$ cat src/hdl/lcfc_pkg.sv
`default_nettype none
package lcfc_pkg;

  // default build values
  localparam int LED_COUNT_DEF        = 4;
  localparam int TICKS_PER_SECOND_DEF = 4;

  // fixed field widths
  localparam int SID_W   = 16;
  localparam int ADDR_W  = 8;
  localparam int DEV_W   = 7;
  localparam int BYTE_W  = 8;
  localparam int SHOWN_LEDS = 4;
  localparam int CFG_W   = 16;
  localparam int CFG_IDX_W = 1;

  // configuration register indexes
  localparam logic [CFG_IDX_W-1:0] REG_SECURITY_ID    = 1'd0;
  localparam logic [CFG_IDX_W-1:0] REG_DEVICE_ADDRESS = 1'd1;

  // reset values of the configuration registers
  localparam logic [SID_W-1:0] SID_RESET  = 16'hFFFF;
  localparam logic [DEV_W-1:0] DEV_RESET  = 7'd1;

  // frame matching constants
  localparam logic [SID_W-1:0]  SID_WILDCARD   = 16'hFFFF;
  localparam logic [ADDR_W-1:0] ADDR_BROADCAST = 8'hFF;

  // operation codes in the high nibble of the command
  localparam logic [3:0] OP_BLINK    = 4'd1;
  localparam logic [3:0] OP_STOP     = 4'd2;
  localparam logic [3:0] OP_STEADY   = 4'd3;
  localparam logic [3:0] OP_STOP_ALT = 4'd4;

  // led timer
  localparam int TIMER_W = 10;
  localparam logic [TIMER_W-1:0] TIMER_MAX = 10'd1023;
  localparam int STEADY_PROD_W = 18;

  // per-item action handed to every led
  typedef struct packed {
    logic tick;
    logic stop;
    logic blink;
    logic steady;
  } lcfc_op_t;

endpackage
`default_nettype wire

$ cat src/hdl/lcfc_frame_check.sv
`default_nettype none
module lcfc_frame_check (
  input  wire logic                          func,
  input  wire logic [lcfc_pkg::SID_W-1:0]    security_id,
  input  wire logic [lcfc_pkg::ADDR_W-1:0]   address,
  input  wire logic [lcfc_pkg::BYTE_W-1:0]   command,
  input  wire logic [lcfc_pkg::SID_W-1:0]    my_security_id,
  input  wire logic [lcfc_pkg::DEV_W-1:0]    my_device_address,
  output lcfc_pkg::lcfc_op_t                 op,
  output logic                               accepted,
  output logic                               ack
);

  logic       id_ok;
  logic       addr_ok;
  logic [3:0] opcode;

  // security id and address filter
  assign id_ok   = (security_id == my_security_id) ||
                   (security_id == lcfc_pkg::SID_WILDCARD);
  assign addr_ok = (address == lcfc_pkg::ADDR_BROADCAST) || address[lcfc_pkg::ADDR_W-1] ||
                   (address == {1'b0, my_device_address});
  assign accepted = !func && id_ok && addr_ok;
  assign ack      = accepted && (address != lcfc_pkg::ADDR_BROADCAST);

  // command decode
  assign opcode    = command[7:4];
  assign op.tick   = func;
  assign op.stop   = accepted && ((opcode == lcfc_pkg::OP_BLINK) ||
                                  (opcode == lcfc_pkg::OP_STOP) ||
                                  (opcode == lcfc_pkg::OP_STEADY) ||
                                  (opcode == lcfc_pkg::OP_STOP_ALT));
  assign op.blink  = accepted && (opcode == lcfc_pkg::OP_BLINK);
  assign op.steady = accepted && (opcode == lcfc_pkg::OP_STEADY);

endmodule
`default_nettype wire

$ cat src/hdl/lcfc_led.sv
`default_nettype none
module lcfc_led #(
  parameter int TICKS_PER_SECOND = lcfc_pkg::TICKS_PER_SECOND_DEF
) (
  input  wire logic                        clk,
  input  wire logic                        rst_n,
  input  wire logic                        en,
  input  wire lcfc_pkg::lcfc_op_t          op,
  input  wire logic                        sel,
  input  wire logic [lcfc_pkg::BYTE_W-1:0] par,
  output logic                             lit_nxt
);

  localparam logic [1:0] MODE_IDLE   = 2'd0;
  localparam logic [1:0] MODE_BLINK  = 2'd1;
  localparam logic [1:0] MODE_STEADY = 2'd2;

  logic [1:0]                     mode_r, mode_nxt;
  logic                           lit_r;
  logic [lcfc_pkg::TIMER_W-1:0]   timer_r, timer_nxt;
  logic [2:0]                     remaining_r, remaining_nxt;
  logic                           forever_r, forever_nxt;
  logic [1:0]                     on_ticks_r, on_ticks_nxt;
  logic [2:0]                     off_factor_r, off_factor_nxt;

  logic [2:0]                         on_cnt;
  logic [5:0]                         off_ticks;
  logic [2:0]                         rem_dec;
  logic [lcfc_pkg::STEADY_PROD_W-1:0] steady_prod;
  logic [lcfc_pkg::TIMER_W-1:0]       steady_ticks;

  // blink phase lengths
  assign on_cnt    = {1'b0, on_ticks_r} + 3'd1;
  assign off_ticks = 6'({3'b0, on_cnt} * ({3'b0, off_factor_r} + 6'd1));
  assign rem_dec   = remaining_r - 3'd1;

  // steady hold time in ticks, saturated
  assign steady_prod = lcfc_pkg::STEADY_PROD_W'(par) *
                       lcfc_pkg::STEADY_PROD_W'(TICKS_PER_SECOND);
  assign steady_ticks = (steady_prod > lcfc_pkg::STEADY_PROD_W'(lcfc_pkg::TIMER_MAX)) ?
                        lcfc_pkg::TIMER_MAX : steady_prod[lcfc_pkg::TIMER_W-1:0];

  // next state for one item
  always_comb begin
    mode_nxt       = mode_r;
    lit_nxt        = lit_r;
    timer_nxt      = timer_r;
    remaining_nxt  = remaining_r;
    forever_nxt    = forever_r;
    on_ticks_nxt   = on_ticks_r;
    off_factor_nxt = off_factor_r;
    if (op.tick) begin
      if (mode_r != MODE_IDLE) begin
        if (timer_r > lcfc_pkg::TIMER_W'(1)) begin
          timer_nxt = timer_r - lcfc_pkg::TIMER_W'(1);
        end else begin
          timer_nxt = '0;
          if (mode_r == MODE_STEADY) begin
            mode_nxt = MODE_IDLE;
            lit_nxt  = 1'b0;
          end else if (lit_r) begin
            lit_nxt   = 1'b0;
            timer_nxt = lcfc_pkg::TIMER_W'(off_ticks);
          end else if (!forever_r && (rem_dec == 3'd0)) begin
            remaining_nxt = rem_dec;
            mode_nxt      = MODE_IDLE;
          end else begin
            if (!forever_r) begin
              remaining_nxt = rem_dec;
            end
            lit_nxt   = 1'b1;
            timer_nxt = lcfc_pkg::TIMER_W'(on_cnt);
          end
        end
      end
    end else begin
      if (op.stop) begin
        mode_nxt       = MODE_IDLE;
        lit_nxt        = 1'b0;
        timer_nxt      = '0;
        remaining_nxt  = '0;
        forever_nxt    = 1'b0;
        on_ticks_nxt   = '0;
        off_factor_nxt = '0;
      end
      if (sel && op.blink) begin
        mode_nxt       = MODE_BLINK;
        on_ticks_nxt   = par[7:6];
        off_factor_nxt = par[5:3];
        remaining_nxt  = par[2:0];
        forever_nxt    = (par[2:0] == 3'd0);
        lit_nxt        = 1'b1;
        timer_nxt      = lcfc_pkg::TIMER_W'({1'b0, par[7:6]} + 3'd1);
      end
      if (sel && op.steady) begin
        if (steady_ticks == '0) begin
          mode_nxt  = MODE_IDLE;
          lit_nxt   = 1'b0;
          timer_nxt = '0;
        end else begin
          mode_nxt  = MODE_STEADY;
          lit_nxt   = 1'b1;
          timer_nxt = steady_ticks;
        end
      end
    end
  end

  // led state registers
  always_ff @(posedge clk) begin
    if (!rst_n) begin
      mode_r       <= MODE_IDLE;
      lit_r        <= 1'b0;
      timer_r      <= '0;
      remaining_r  <= '0;
      forever_r    <= 1'b0;
      on_ticks_r   <= '0;
      off_factor_r <= '0;
    end else if (en) begin
      mode_r       <= mode_nxt;
      lit_r        <= lit_nxt;
      timer_r      <= timer_nxt;
      remaining_r  <= remaining_nxt;
      forever_r    <= forever_nxt;
      on_ticks_r   <= on_ticks_nxt;
      off_factor_r <= off_factor_nxt;
    end
  end

endmodule
`default_nettype wire

$ cat src/hdl/led_command_frame_controller.sv
// LED command frame controller
// Input channel (in_valid / in_stall) carries one item per handshake: either a
// received command frame (in_func = 0) or one 250 ms time tick (in_func = 1).
// Output channel (out_valid / out_stall) returns exactly one result item per
// input item, in order: the LED drive after the item, the frame accept flag
// and the acknowledgement fields (zero when no acknowledgement is due).
// Configuration (cfg_we, cfg_index, cfg_data) sets the own security ID
// (index 0) and the own device address (index 1); write only while idle.
// An accepted item is captured in the input register, and its result is
// registered in the result register when the input register advances, which
// waits while the receiver stalls. One item is taken per cycle while the
// receiver does not stall; the whole LED state update is a single pass of
// logic between the input register and the result register.
// When the receiver stalls, the result is held and the input register keeps
// one more item; in_stall rises only when both are full.
// Reset (rst_n low, synchronous) empties both stages, sets the security ID to
// 0xFFFF, the device address to 1 and puts every LED idle and dark.
`default_nettype none
module led_command_frame_controller #(
  parameter int LED_COUNT        = lcfc_pkg::LED_COUNT_DEF,
  parameter int TICKS_PER_SECOND = lcfc_pkg::TICKS_PER_SECOND_DEF
) (
  input  wire logic                           clk,
  input  wire logic                           rst_n,
  input  wire logic                           cfg_we,
  input  wire logic [lcfc_pkg::CFG_IDX_W-1:0] cfg_index,
  input  wire logic [lcfc_pkg::CFG_W-1:0]     cfg_data,
  input  wire logic                           in_valid,
  output logic                                in_stall,
  input  wire logic                           in_func,
  input  wire logic [lcfc_pkg::SID_W-1:0]     in_security_id,
  input  wire logic [lcfc_pkg::ADDR_W-1:0]    in_address,
  input  wire logic [lcfc_pkg::BYTE_W-1:0]    in_seq,
  input  wire logic [lcfc_pkg::BYTE_W-1:0]    in_command,
  input  wire logic [lcfc_pkg::BYTE_W-1:0]    in_parameter_req,
  output logic                                out_valid,
  input  wire logic                           out_stall,
  output logic [lcfc_pkg::SHOWN_LEDS-1:0]     out_led_on,
  output logic                                out_frame_accepted,
  output logic                                out_ack_valid,
  output logic [lcfc_pkg::SID_W-1:0]          out_ack_security_id,
  output logic [lcfc_pkg::BYTE_W-1:0]         out_ack_seq,
  output logic [lcfc_pkg::BYTE_W-1:0]         out_ack_parameter
);

  // configuration registers
  logic [lcfc_pkg::SID_W-1:0] my_sid_r;
  logic [lcfc_pkg::DEV_W-1:0] my_dev_r;

  // input register
  logic                        s1_valid_r;
  logic                        s1_func_r;
  logic [lcfc_pkg::SID_W-1:0]  s1_sid_r;
  logic [lcfc_pkg::ADDR_W-1:0] s1_addr_r;
  logic [lcfc_pkg::BYTE_W-1:0] s1_seq_r;
  logic [lcfc_pkg::BYTE_W-1:0] s1_cmd_r;
  logic [lcfc_pkg::BYTE_W-1:0] s1_par_r;

  // result register
  logic                            out_valid_r;
  logic [lcfc_pkg::SHOWN_LEDS-1:0] led_on_r;
  logic                            accepted_r;
  logic                            ack_r;
  logic [lcfc_pkg::SID_W-1:0]      ack_sid_r;
  logic [lcfc_pkg::BYTE_W-1:0]     ack_seq_r;
  logic [lcfc_pkg::BYTE_W-1:0]     ack_par_r;

  logic                            out_ready;
  logic                            adv;
  logic                            in_take;
  lcfc_pkg::lcfc_op_t              op;
  logic                            accepted;
  logic                            ack;
  logic [LED_COUNT-1:0]            lit_nxt;
  logic [lcfc_pkg::SHOWN_LEDS-1:0] led_on_nxt;

  // handshake
  assign out_ready = !out_valid_r || !out_stall;
  assign adv       = s1_valid_r && out_ready;
  assign in_stall  = s1_valid_r && !out_ready;
  assign in_take   = in_valid && !in_stall;

  // configuration writes
  always_ff @(posedge clk) begin
    if (!rst_n) begin
      my_sid_r <= lcfc_pkg::SID_RESET;
      my_dev_r <= lcfc_pkg::DEV_RESET;
    end else if (cfg_we) begin
      case (cfg_index)
        lcfc_pkg::REG_SECURITY_ID:    my_sid_r <= cfg_data;
        lcfc_pkg::REG_DEVICE_ADDRESS: my_dev_r <= cfg_data[lcfc_pkg::DEV_W-1:0];
        default: ;
      endcase
    end
  end

  // input register
  always_ff @(posedge clk) begin
    if (!rst_n) begin
      s1_valid_r <= 1'b0;
    end else if (in_take) begin
      s1_valid_r <= 1'b1;
    end else if (adv) begin
      s1_valid_r <= 1'b0;
    end
  end

  always_ff @(posedge clk) begin
    if (in_take) begin
      s1_func_r <= in_func;
      s1_sid_r  <= in_security_id;
      s1_addr_r <= in_address;
      s1_seq_r  <= in_seq;
      s1_cmd_r  <= in_command;
      s1_par_r  <= in_parameter_req;
    end
  end

  // frame filter and command decode
  lcfc_frame_check u_check (
    .func              (s1_func_r),
    .security_id       (s1_sid_r),
    .address           (s1_addr_r),
    .command           (s1_cmd_r),
    .my_security_id    (my_sid_r),
    .my_device_address (my_dev_r),
    .op                (op),
    .accepted          (accepted),
    .ack               (ack)
  );

  // one timer per led; only the low four leds take mask bits
  for (genvar i = 0; i < LED_COUNT; i++) begin : g_led
    logic sel;
    if (i < lcfc_pkg::SHOWN_LEDS) begin : g_sel
      assign sel = s1_cmd_r[i];
    end else begin : g_nosel
      assign sel = 1'b0;
    end
    lcfc_led #(
      .TICKS_PER_SECOND (TICKS_PER_SECOND)
    ) u_led (
      .clk     (clk),
      .rst_n   (rst_n),
      .en      (adv),
      .op      (op),
      .sel     (sel),
      .par     (s1_par_r),
      .lit_nxt (lit_nxt[i])
    );
  end

  // visible led drive after the item
  for (genvar j = 0; j < lcfc_pkg::SHOWN_LEDS; j++) begin : g_show
    if (j < LED_COUNT) begin : g_real
      assign led_on_nxt[j] = lit_nxt[j];
    end else begin : g_none
      assign led_on_nxt[j] = 1'b0;
    end
  end

  // result register
  always_ff @(posedge clk) begin
    if (!rst_n) begin
      out_valid_r <= 1'b0;
    end else if (adv) begin
      out_valid_r <= 1'b1;
    end else if (out_ready) begin
      out_valid_r <= 1'b0;
    end
  end

  always_ff @(posedge clk) begin
    if (adv) begin
      led_on_r   <= led_on_nxt;
      accepted_r <= accepted;
      ack_r      <= ack;
      ack_sid_r  <= ack ? my_sid_r : '0;
      ack_seq_r  <= ack ? s1_seq_r : '0;
      ack_par_r  <= ack ? s1_par_r : '0;
    end
  end

  assign out_valid           = out_valid_r;
  assign out_led_on          = led_on_r;
  assign out_frame_accepted  = accepted_r;
  assign out_ack_valid       = ack_r;
  assign out_ack_security_id = ack_sid_r;
  assign out_ack_seq         = ack_seq_r;
  assign out_ack_parameter   = ack_par_r;

endmodule
`default_nettype wire
$ cat config.mk
export PLATFORM = sky130hd
export DESIGN_NAME = led_command_frame_controller
export DESIGN_NICKNAME = d
export VERILOG_FILES = /design/src/hdl/lcfc_pkg.sv /design/src/hdl/lcfc_frame_check.sv /design/src/hdl/lcfc_led.sv /design/src/hdl/led_command_frame_controller.sv
export SDC_FILE = /design/constraint.sdc
export NUM_CORES = 1
export LEC_CHECK = 0
export BUFFER_PORTS_ARGS = -buffer_cell sky130_fd_sc_hd__buf_2
export CAP_MARGIN = 30
export CORE_AREA = 2 2 146 148
export DETAILED_ROUTE_END_ITERATION = 16
export DIE_AREA = 0 0 148 150
export PLACE_DENSITY = 0.76
export SETUP_SLACK_MARGIN = 0.1
export SLEW_MARGIN = 0
export SYNTH_ARGS = -nofsm -noshare
export SYNTH_HDL_FRONTEND = slang
export SYNTH_SLANG_ARGS = --single-unit
$ cat constraint.sdc
create_clock -name clk -period 3.2 [get_ports clk]
set_input_delay 0.48 -clock clk [delete_from_list [all_inputs] [get_ports clk]]
set_output_delay 0.48 -clock clk [all_outputs]
set_load 0.01 [all_outputs]
Word-level counts from Yosys, hierarchy flattened

Index checks and enable logic that the tools add are counted.
Widths: inputs -> output; s select.

$lt $le $gt $ge: 5
Reductions and logical operators: 79
$mul: 4
Bitwise operators: 2
Eq/ne operators: 41
Add/sub/neg operators: 17
Multiplexer cells: 156

Operator list:

| operator              | count |
|---|---|
| $mux 10               | 31 |
| $mux 3                | 41 |
| $mux 2                | 38 |
| $mux 1                | 46 |
| $gt 10x1->1 const B   | 4 |
| $sub 10x1->10 const B | 4 |
| $reduce_and 7->1      | 4 |
| $mul 3x6->6           | 4 |
| $ne 2x2->1 const B    | 12 |
| $ne 3x3->1 const B    | 8 |
| $reduce_and 3->1      | 8 |
| $reduce_and 6->1      | 4 |
| $logic_and 1x1->1     | 21 |
| $reduce_bool 2->1     | 10 |
| $add 3x1->4 const B   | 4 |
| $eq 16x16->1          | 1 |
| $eq 16x16->1 const B  | 1 |
| $reduce_bool 4->1     | 4 |
| $add 2x1->3 const B   | 5 |
| $logic_not 3->1       | 5 |
| $ne 3x1->1 const B    | 4 |
| $reduce_bool 3->1     | 4 |
| $sub 3x1->3 const B   | 4 |
| $gt 10x10->1 const B  | 1 |
| 13 further kinds      | 36 |

Register bits after elaboration: 200
Output and inout bits: 40
Logic and storage cells: 348
Input port bits: 71

Longest topological paths before layout

Gate-level depths: netlist of the first run.

Depth after elaboration: 9
Depth in mapped cells: 13
Depth with buffers taken out: 13

By module

Synthesis of the first run repeated with hierarchy kept, for this count alone.

Cells, all modules: 1,209
Area total of the unflattened synthesis: 11,542.3 µm²

By module, submodules not included:

| module                         | cells each | area an instance (µm²) | times used | sequential area each (µm²) |
|---|---|---|---|---|
| lcfc_led at g_led[1].u_led ... | 229        | 1,810.5                | 3          | 440.4 |
| led_command_frame_controller   | 234        | 3,908.7                | 1          | 3,113.0 |
| lcfc_led at g_led[0].u_led     | 236        | 1,809.2                | 1          | 440.4 |
| lcfc_frame_check               | 52         | 392.9                  | 1          | 0.0 |

Least setup slack after synthesis of the first run

No wires, ideal clock.

Path kind: input -> register
From: input port out_stall
To: register s1_addr_r[0] in the netlist's numbering, enable pin
Buffers on the path: 0
Data required time: 2.739 ns
Stages: 2
Path slack: -0.173 ns
Data arrival time: 2.912 ns
Path through: and3_1 -> nor2b_1

Cells in the longest elaborated chain, start to end: 6

RTL lines:

| element              | RTL line                            | text |
|---|---|---|
| from (decl)          | led_command_frame_controller.sv:37  | `input wire logic out_stall,` |
| $logic_not 1->1      | led_command_frame_controller.sv:78  | `assign out_ready = !out_valid_r \|\| !out_stall;` |
| $logic_or 1x1->1     | led_command_frame_controller.sv:78  |  |
| $logic_not 1->1      | led_command_frame_controller.sv:80  | `assign in_stall = s1_valid_r && !out_ready;` |
| $logic_and 1x1->1    | led_command_frame_controller.sv:80  |  |
| $logic_not 1->1      | led_command_frame_controller.sv:81  | `assign in_take = in_valid && !in_stall;` |
| $logic_and 1x1->1    | led_command_frame_controller.sv:81  |  |
| via in_take          | led_command_frame_controller.sv:70  | `logic in_take;` |
| to (signal assigned) | led_command_frame_controller.sv:112 | `s1_addr_r <= in_address;` |
| to (decl)            | led_command_frame_controller.sv:54  | `logic [lcfc_pkg::ADDR_W-1:0] s1_addr_r;` |

The timed path passes the listed nets, and every way through them passes these cells.
A chain may end at the register's enable or synchronous reset.

Worst setup path after layout of the first run

From: register s1_sid_r[13] in the netlist's numbering
To: register g_led[2].u_led.timer_r[4] in the netlist's numbering

Cells in the longest elaborated chain, start to end: 9

RTL lines:

| element                          | RTL line                                       | text |
|---|---|---|
| from (decl)                      | led_command_frame_controller.sv:53             | `logic [lcfc_pkg::SID_W-1:0] s1_sid_r;` |
| from (signal assigned)           | led_command_frame_controller.sv:111            | `s1_sid_r <= in_security_id;` |
| $eq 16x16->1 (on tied branches)  | lcfc_frame_check.sv:19, lcfc_frame_check.sv:20 |  |
| $logic_or 1x1->1 *               | lcfc_frame_check.sv:19                         | `assign id_ok = (security_id == my_security_id) \|\|` |
| $logic_and 1x1->1 * (2 in a row) | lcfc_frame_check.sv:23                         | `assign accepted = !func && id_ok && addr_ok;` |
| $logic_and 1x1->1                | lcfc_frame_check.sv:33                         | `assign op.blink = accepted && (opcode == lcfc_pkg::OP_BLINK);` |
| $logic_and 1x1->1                | lcfc_led.sv:86                                 | `if (sel && op.blink) begin` |
| $mux 10                          | lcfc_led.sv:86                                 |  |
| $mux 10                          | lcfc_led.sv:95                                 | `if (sel && op.steady) begin` |
| $mux 10                          | lcfc_led.sv:52                                 | `if (op.tick) begin` |
| to (signal assigned)             | lcfc_led.sv:122                                | `timer_r <= timer_nxt;` |
| to (decl)                        | lcfc_led.sv:20                                 | `logic [lcfc_pkg::TIMER_W-1:0] timer_r, timer_nxt;` |

Mark *: on every way between the ends. The rest lies on a longest branch, timed or not.

==> results.md, run 1 <==
| Result | Reported |
| --- | --- |
| Master cell of the clock root buffer | sky130_fd_sc_hd__clkbuf_16 |
| Die Ht | 150 microns |
| Final max-slew violation count | 0 |
| Number of placement rows | 53 |
| CTS hold repair buffers | 0 |
| HPWL after detailed placement | 20.4 mm |
| Capturing point of the worst reg2reg path | g_led[2].u_led.timer_r[4]$_SDFFE_PN0P_ |
| Worst endpoint required time | 3.50 ns |
| Via count of the routed design | 9,598 |
| Net count of the finished layout | 1,419 |
| Top flip-flop cell by instance count after synthesis | sky130_fd_sc_hd__dfxtp_1 |
| Number of buffers added by the clock tree synthesis step | 17 |
| Top delay family on crit path | compound AO/OA/AOI/OAI gates |
| Main combinational cell family by area after synthesis | simple AND/OR/NAND/NOR gates |
| Critical path type | flip-flop to flip-flop |
| Pwr per Cell Area | 430 nW/um^2 |
| Number of antenna violations at the first check in global routing | 0 |
| Number of buffers on the longest clock path | 2 |
| Largest stage delay, worst path | 0.55 ns |
| Post-Place Cell Area | 11,900 sq um |
| Portion of total power attributed to sequential cells | 52.6% |
| Largest fanout of any net on the critical path | 6 |
| Cells taking the most area after synthesis | sky130_fd_sc_hd__edfxtp_1 24%, sky130_fd_sc_hd__dfxtp_1 21%, sky130_fd_sc_hd__ha_1 5.2%, sky130_fd_sc_hd__a21oi_1 4.7%, sky130_fd_sc_hd__nand2_1 4.2% |
| Most area-hungry cell type in the Yosys netlist | sky130_fd_sc_hd__edfxtp_1 |
| Worst Clk Skew | 0.0105 ns |
| Unrepaired setup endpoints after global routing | false |
| Initial DRT Pass Iterations | 6 |
| Final setup violation count | 0 |
| CP arrival | 3.22 ns |
| Antenna Cells | 0 |
| Antenna viol nets, final | 0 |
| Via count normalized by instance count | 6.08 |
| CP max-delay cell | sky130_fd_sc_hd__a2111oi_4 |
| Most frequent cell after synthesis | sky130_fd_sc_hd__nand2_1 |
| Gate count of the mapped netlist | 1,186 |
| Yosys warns | 0 |
| Share of synthesized cell area in full adder, half adder and majority cells | 7.44% |
| Gp weighted congestion | 0.927 |
| Vias in the first global route | 9,054 |
| Post-route setup TNS | 0 ns |
| Number of H-tree levels | 4 |
| Remaining global-route overflow | 0 |
| Die Width | 148 microns |
| Worst R2R Start | s1_sid_r[13]$_DFFE_PP_ |
| Pint | 3.95 mW |
| Share of cell area taken by muxes after synthesis | 0.639% |
| Combinational cell fraction of total power | 7.1% |
| Critical Path, Cell by Cell | xnor2_1, nand4_1, or4_4, a2111oi_4, o21ai_0, a311oi_1, nor3_1 |
| Pin slew with the least headroom to its limit | 0.855 ns |
| Levels on crit path | 7 |
| Starting utilization of the core area | 53.0% |
| Critical path capture point | g_led[2].u_led.timer_r[4]$_SDFFE_PN0P_ |
| Final routed wirelength across all metal layers | 29.4 mm |
| Maximum number of pins on one net before global-route repair | 66 |
| Final routed DRC violation total | 0 |
| Critical Path End Type | flip-flop |
| Synth Area per Inst | 9.25 sq um |
| Simple-gate area share of the yosys netlist | 21.0% |
| Seq cells post-synth | 200 |
| Drt initial violations | 953 |
| Leakage | 4.93 nW |
| Top-level port count | 111 |
| Worst hold margin | 0.198 ns |
| Worst Reg2Reg Path Length in Cells | 7 |
| Fin. Hold Viols | 0 |
| Number of maximum-capacitance violations | 0 |
| Outcome | complete, no violations |
| First-pass GRT wire length | 47.4 mm |
| Core area | 20,700 sq um |
| Number of nets in the synthesized netlist | 1,315 |
| Remaining max-slew budget at the tightest pin | 42.9% |
| Post-synthesis cell area | 11,000 sq um |
| Commonest cells in the synthesized netlist | 124 x sky130_fd_sc_hd__nand2_1, 113 x sky130_fd_sc_hd__dfxtp_1, 104 x sky130_fd_sc_hd__a21oi_1 |
| Xor and xnor fraction of the mapped netlist area | 4.79% |
| Compound-Gate Fraction of Synth Area | 17.7% |
| Clock tree sinks | 200 |
| Sequential element share of the synthesized area | 44.4% |
| Clock latency reported for the late side of the worst-skew pair | 0.45 ns |
| Count of input and output buffers | 110 |
| Power share of the clock group | 40.3% |
| Worst setup SP type | flip-flop |
| Critical path launch point | s1_sid_r[13]$_DFFE_PP_ |
| Net switching component of the power | 1.42 mW |
| Clock tree from TritonCTS | yes |
| Maximum ir drop on the vdd rail | 0.392 mV |
| Layout overhead on the synthesized area | 14.0% |
| Time the worst path needs with I/O delays and setup | 2.92 ns |
| Area share of the leading cell type in the synthesized netlist | 23.8% |
| Die ar. | 22,200 sq um |
| Maximum clock rate | 342 MHz |
| Number of enable flip-flop cells after synthesis | 87 |
| Post-synthesis cell type count | 77 |
| Type of the tightest min-delay check | primary input to flip-flop |
| Clock-pin slew reported for the worst setup and hold paths after clock tree synthesis | 0.08 ns |
| Switching Share | 26.4% |
| Final worst path period share | 91.3% |
| Minimum setup slack among reg-to-reg paths | 0.28 ns |
| Final design instance area without fill | 12,500 sq um |
| Average wire length per cell after detail routing | 18.6 microns |
| GRT Resource Usage Total | 27.0% |
| Fraction of registers with async set/reset | 0% |
| Fraction of layout instances using a drive strength above 1 | 15.6% |
| Buffers plus inverters on the worst setup path | 0 |
| Setup Fix Bufs, Post-CTS | 0 |
registers in the layout, indices dropped and copies added, names as in the netlist:
signal,cells
out_ack_valid,1
g_led.u_led.lit_r,4
s1_par_r,8
my_sid_r,16
out_ack_seq,8
out_led_on,4
my_dev_r,7
s1_seq_r,8
s1_sid_r,16
s1_valid_r,1
s1_func_r,1
g_led.u_led.remaining_r,12
s1_cmd_r,8
out_frame_accepted,1
g_led.u_led.forever_r,4
g_led.u_led.mode_r,8
out_valid,1
s1_addr_r,8
out_ack_security_id,16
out_ack_parameter,8
g_led.u_led.off_factor_r,12
g_led.u_led.on_ticks_r,8
g_led.u_led.timer_r,40
worst min path at each step:
stage | cells after the start | start | to | slack (ns)
finish | 1 | in_security_id[4] | s1_sid_r[4]$_DFFE_PP_ | 0.20
global placement | 2 | g_led[3].u_led.on_ticks_r[1]$_SDFFE_PN0P_ | g_led[3].u_led.on_ticks_r[1]$_SDFFE_PN0P_ | 0.45
detailed placement | 2 | g_led[2].u_led.forever_r$_SDFFE_PN0P_ | g_led[2].u_led.forever_r$_SDFFE_PN0P_ | 0.46
global route | 1 | in_security_id[4] | s1_sid_r[4]$_DFFE_PP_ | 0.18
CTS | 1 | in_security_id[4] | s1_sid_r[4]$_DFFE_PP_ | 0.19
floorplan | 2 | g_led[3].u_led.forever_r$_SDFFE_PN0P_ | g_led[3].u_led.forever_r$_SDFFE_PN0P_ | 0.43
stage by stage:
stage | total power, mW | std cells | setup slack (ns) | util (%)
final | 5.37 | 1578 | 0.277 | 60.4
after global placement | 3.24 | 1546 | 0.408 | 57.5
after detailed placement | 3.25 | 1546 | 0.355 | 57.5
after CTS | 5.38 | 1578 | 0.312 | 60.4
after global routing | 5.53 | 1578 | 0.109 | 60.4
after floorplan | 3.08 | 1186 | 0.549 | -
routing by layer:
metal  wire [microns]  vias up  share of wire [%]  track usage [%]
met1            12800     4552                 44             36.7
met5                0        -                  0                0
li1                 -     4525                  -                -
met4              975        0                3.3             11.0
met2            13200      431                 45             42.5
met3             2360       90                8.0             5.37
final cells by class:
type	instances	area, sq um
flip-flops and latches	200	4880
multi-input cells	877	5680
clock buffers	17	425
fillers	1790	8190
inverters	47	176
well taps	275	344
clock inverters	15	173
repair buffers	147	828
cells by family after synthesis:
kind of cell / Yosys count
AOI/OAI and AO/OA: 304
and+or+nand+nor: 448
buffers and inverters: 109
xor gates and xnor gates: 60
DFF: 200
adders and majority gates: 58
muxes: 7
timing repair:
item                                    CTS  global route
endpoints found under the setup margin    0             4
hold endpoints to repair                  0             0
resized for setup                         0             2
power groups by stage:
stage	sequential [mW]	combinational (mW)	clock (mW)
after floorplan	2.87	0.210	0
after global placement	2.88	0.362	0
after detailed placement	2.88	0.369	0
after CTS	2.82	0.373	2.18
after global routing	2.84	0.411	2.29
final	2.83	0.382	2.16
cell usage in the layout, fill, tap and decap left out, drive strengths merged, types with 39 or more instances in the layout:
master  instances
buf           147
nand2         124
dfxtp         113
a21oi         104
edfxtp         87
o21ai          73
nor2           70
nand3          68
inv            55
ha             46
and2           39
worst register-to-register path, cell delays in order (launching register included):
cell	delay, ns
sky130_fd_sc_hd__edfxtp_1	0.41
sky130_fd_sc_hd__xnor2_1	0.25
sky130_fd_sc_hd__nand4_1	0.24
sky130_fd_sc_hd__or4_4	0.53
sky130_fd_sc_hd__a2111oi_4	0.55
sky130_fd_sc_hd__o21ai_0	0.39
sky130_fd_sc_hd__a311oi_1	0.35
sky130_fd_sc_hd__nor3_1	0.07
Note: power is estimated with default switching activity, not from simulation.
==> run 2, diff against run 1 <==
--- a/config.mk
+++ b/config.mk
@@ -7,10 +7,11 @@
 export LEC_CHECK = 0
 export BUFFER_PORTS_ARGS = -buffer_cell sky130_fd_sc_hd__buf_2
 export CAP_MARGIN = 30
-export CORE_AREA = 2 2 146 148
+export CORE_AREA = 2 2 139 141
 export DETAILED_ROUTE_END_ITERATION = 16
-export DIE_AREA = 0 0 148 150
-export PLACE_DENSITY = 0.76
+export DIE_AREA = 0 0 141 143
+export PLACE_DENSITY = 0.8
+export REMOVE_ABC_BUFFERS = 1
 export SETUP_SLACK_MARGIN = 0.1
 export SLEW_MARGIN = 0
 export SYNTH_ARGS = -nofsm -noshare
==> constraint.sdc (replaced) <==
create_clock -name clk -period 2.8 [get_ports clk]
set_input_delay 0.42 -clock clk [delete_from_list [all_inputs] [get_ports clk]]
set_output_delay 0.42 -clock clk [all_outputs]
set_load 0.01 [all_outputs]
==> run 2 against run 1 <==
  * Die area shrank 9.2%
  * Non-clock buffer count grew 38
  * Clock power up 21%
  * Critical path type unchanged
  * Cell area is 4.9% higher
  * Maximum frequency rose by 11%
  * Largest power group unchanged
==> results.md, run 2 (synthesized netlist as in run 1, its figures left out) <==
| Result | Reported | vs previous |
| --- | --- | --- |
| Critical Path End Type | flip-flop |  |
| Maximum ir drop on the vdd rail | 0.442 mV | +13% |
| Final routed DRC violation total | 0 | unchanged |
| Top-level port count | 111 | unchanged |
| Number of maximum-capacitance violations | 0 | unchanged |
| Pint | 4.57 mW | +16% |
| Minimum setup slack among reg-to-reg paths | 0.17 ns | -0.11 ns |
| Pwr per Cell Area | 482 nW/um^2 | +12% |
| Maximum clock rate | 380 MHz | +11% |
| Fraction of layout instances using a drive strength above 1 | 21.3% | +5.7 points |
| Maximum number of pins on one net before global-route repair | 50 | -24% |
| Final core utilization | 70.6% | +10 points |
| Leakage | 5.16 nW | +4.7% |
| Net switching component of the power | 1.75 mW | +23% |
| Largest fanout of any net on the critical path | 2 | -4 |
| Type of the tightest min-delay check | primary input to flip-flop |  |
| Master cell of the clock root buffer | sky130_fd_sc_hd__clkbuf_16 |  |
| Clock-pin slew reported for the worst setup and hold paths after clock tree synthesis | 0.09 ns | about the same |
| Outcome | complete, no violations |  |
| Worst Clk Skew | 0.0217 ns | +0.0113 ns |
| Pre-CTS worst setup slack | 0.00823 ns | -0.347 ns |
| Number of buffers on the longest clock path | 2 | unchanged |
| Number of H-tree levels | 4 | unchanged |
| Die ar. | 20,200 sq um | -9.2% |
| Worst R2R Start | g_led[2].u_led.off_factor_r[1]$_SDFFE_PN0P_ |  |
| Remaining max-slew budget at the tightest pin | 52.5% | +9.6 points |
| Antenna viol nets, final | 0 | unchanged |
| Number of antenna violations at the first check in global routing | 2 | +2 |
| Clock tree sinks | 200 | unchanged |
| Worst setup SP type | flip-flop |  |
| Vias in the first global route | 9,374 | +3.5% |
| Final setup slack of the worst path | 0.168 ns | -0.110 ns |
| Final routed wirelength across all metal layers | 31.3 mm | +6.5% |
| Critical path type | flip-flop to flip-flop |  |
| Starting utilization of the core area | 59.0% | +6.0 points |
| Via count normalized by instance count | 6.34 | +4.3% |
| Clock tree from TritonCTS | yes |  |
| Clock latency reported for the late side of the worst-skew pair | 0.46 ns | about the same |
| Flip-flop count of the largest register, all copies and words added | 40 | unchanged |
| Unrepaired setup endpoints after global routing | true |  |
| Switching Share | 27.6% | +1.3 points |
| Commonest non-fill, non-tap cell in the layout | sky130_fd_sc_hd__nand2_1 |  |
| CP arrival | 2.96 ns | -0.26 ns |
| Time the worst path needs with I/O delays and setup | 2.63 ns | -0.290 ns |
| Power share of the clock group | 41.3% | +1.0 points |
| Via count of the routed design | 10,000 | +4.3% |
| Net count of the finished layout | 1,457 | +2.7% |
| Count of input and output buffers | 110 | unchanged |
| Largest register by flop count | g_led.u_led.timer_r |  |
| Pin slew with the least headroom to its limit | 0.711 ns | -0.144 ns |
| First-pass GRT wire length | 48.5 mm | +2.3% |
| Final setup violation count | 0 | unchanged |
| Die Width | 141 microns | -4.7% |
| HPWL after detailed placement | 20.9 mm | +2.2% |
| Final worst path period share | 94.0% | +2.7 points |
| Initial DRT Pass Iterations | 5 | -1 |
| Commonest cells after routing, fill and taps aside | 123 x sky130_fd_sc_hd__nand2_1, 110 x sky130_fd_sc_hd__buf_2, 103 x sky130_fd_sc_hd__dfxtp_1 |  |
| Fin. Hold Viols | 0 | unchanged |
| Number of placement rows | 50 | -5.7% |
| Final max-slew violation count | 0 | unchanged |
| Gp weighted congestion | 0.926 | -0.11% |
| Die Ht | 143 microns | -4.7% |
| Layout overhead on the synthesized area | 19.6% |  |
| Drt initial violations | 1,220 | +28% |
| Remaining global-route overflow | 0 | unchanged |
| GRT Resource Usage Total | 30.6% | +3.6 points |
| Combinational cell fraction of total power | 7.7% | +0.6 points |
| Critical path launch point | g_led[2].u_led.off_factor_r[1]$_SDFFE_PN0P_ |  |
| Launch point of the worst hold path | in_address[1] |  |
| Average wire length per cell after detail routing | 19.8 microns | +6.5% |
| Portion of total power attributed to sequential cells | 51.0% | -1.6 points |
| Core area | 18,600 sq um | -10% |
| Number of buffers added by the clock tree synthesis step | 17 | unchanged |
| Worst endpoint required time | 3.13 ns | -0.37 ns |
| Worst hold margin | 0.128 ns | -0.0700 ns |
-- run 2: cell count changes in the layout (fill, tap and decap cells not counted), moves of 8 or more --
cell,change
sky130_fd_sc_hd__buf_4,+34
sky130_fd_sc_hd__dfxtp_1,-9
sky130_fd_sc_hd__dfxtp_2,+8
sky130_fd_sc_hd__ha_1,-9
sky130_fd_sc_hd__ha_4,+8
-- run 2: stage by stage --
stage / TNS, ns / cell area [sq um] / total power, mW / std cells
after global routing: 0 / 13100 / 6.47 / 1577
after floorplan: -84.27 / 10700 / 3.49 / 1124
after global placement: 0 / 12000 / 3.72 / 1529
final: 0 / 13100 / 6.32 / 1577
after detailed placement: 0 / 12100 / 3.73 / 1530
after CTS: 0 / 12700 / 6.28 / 1566
-- run 2: path summary, 6_finish.rpt --
check / endpoint / cells past startpoint
setup / recovery: g_led[2].u_led.timer_r[5]$_SDFFE_PN0P_ / 12
hold / removal: s1_addr_r[1]$_DFFE_PP_ / 1
setup reg to reg: g_led[2].u_led.timer_r[5]$_SDFFE_PN0P_ / 12
hold reg to reg: g_led[3].u_led.forever_r$_SDFFE_PN0P_ / 2
-- run 2: worst max-delay path, stage by stage, from the launching register on --
cell and delay, ns:
sky130_fd_sc_hd__dfxtp_2 0.36, sky130_fd_sc_hd__ha_4 0.16, sky130_fd_sc_hd__xor2_4 0.18, sky130_fd_sc_hd__nand2_2 0.07, sky130_fd_sc_hd__fa_1 0.53, sky130_fd_sc_hd__inv_1 0.05
sky130_fd_sc_hd__ha_1 0.28, sky130_fd_sc_hd__a21o_1 0.18, sky130_fd_sc_hd__a21oi_2 0.13, sky130_fd_sc_hd__xnor2_1 0.13, sky130_fd_sc_hd__o22ai_1 0.09, sky130_fd_sc_hd__a311oi_1 0.27
sky130_fd_sc_hd__nor3_1 0.07
-- run 2: metal layers --
layer	vias to the layer above	part of all wire (%)	track usage [%]
met5	-	0	0
met4	0	3.9	13.8
met3	110	9.7	7.81
met2	560	47	48.3
met1	4743	40	40.0
li1	4593	-	-
-- run 2: power by group through the flow --
stage	logic [mW]	registers, mW	clock network [mW]
floorplan	0.192	3.30	0
global placement	0.438	3.28	0
detailed placement	0.446	3.28	0
CTS	0.450	3.22	2.61
global route	0.513	3.23	2.72
finish	0.485	3.22	2.61
-- run 2: repair_timing --
action                                  4_1_cts  5_1_grt
endpoints found under the setup margin        8      117
resized for setup                             7       58
setup buffers                                 4        9
pin swaps                                     5       44
hold buffers                                  0        0
-- run 2: layout make-up --
type,count,area (sq um)
Clock buffer,17,425
Clock inverter,15,204
Inverter,47,176
Timing Repair Buffer,185,1150
Multi-Input combinational cell,877,5980
Sequential cell,200,4890
Tap cell,234,293
Antenna cell,2,5.00
Fill cell,1325,5470
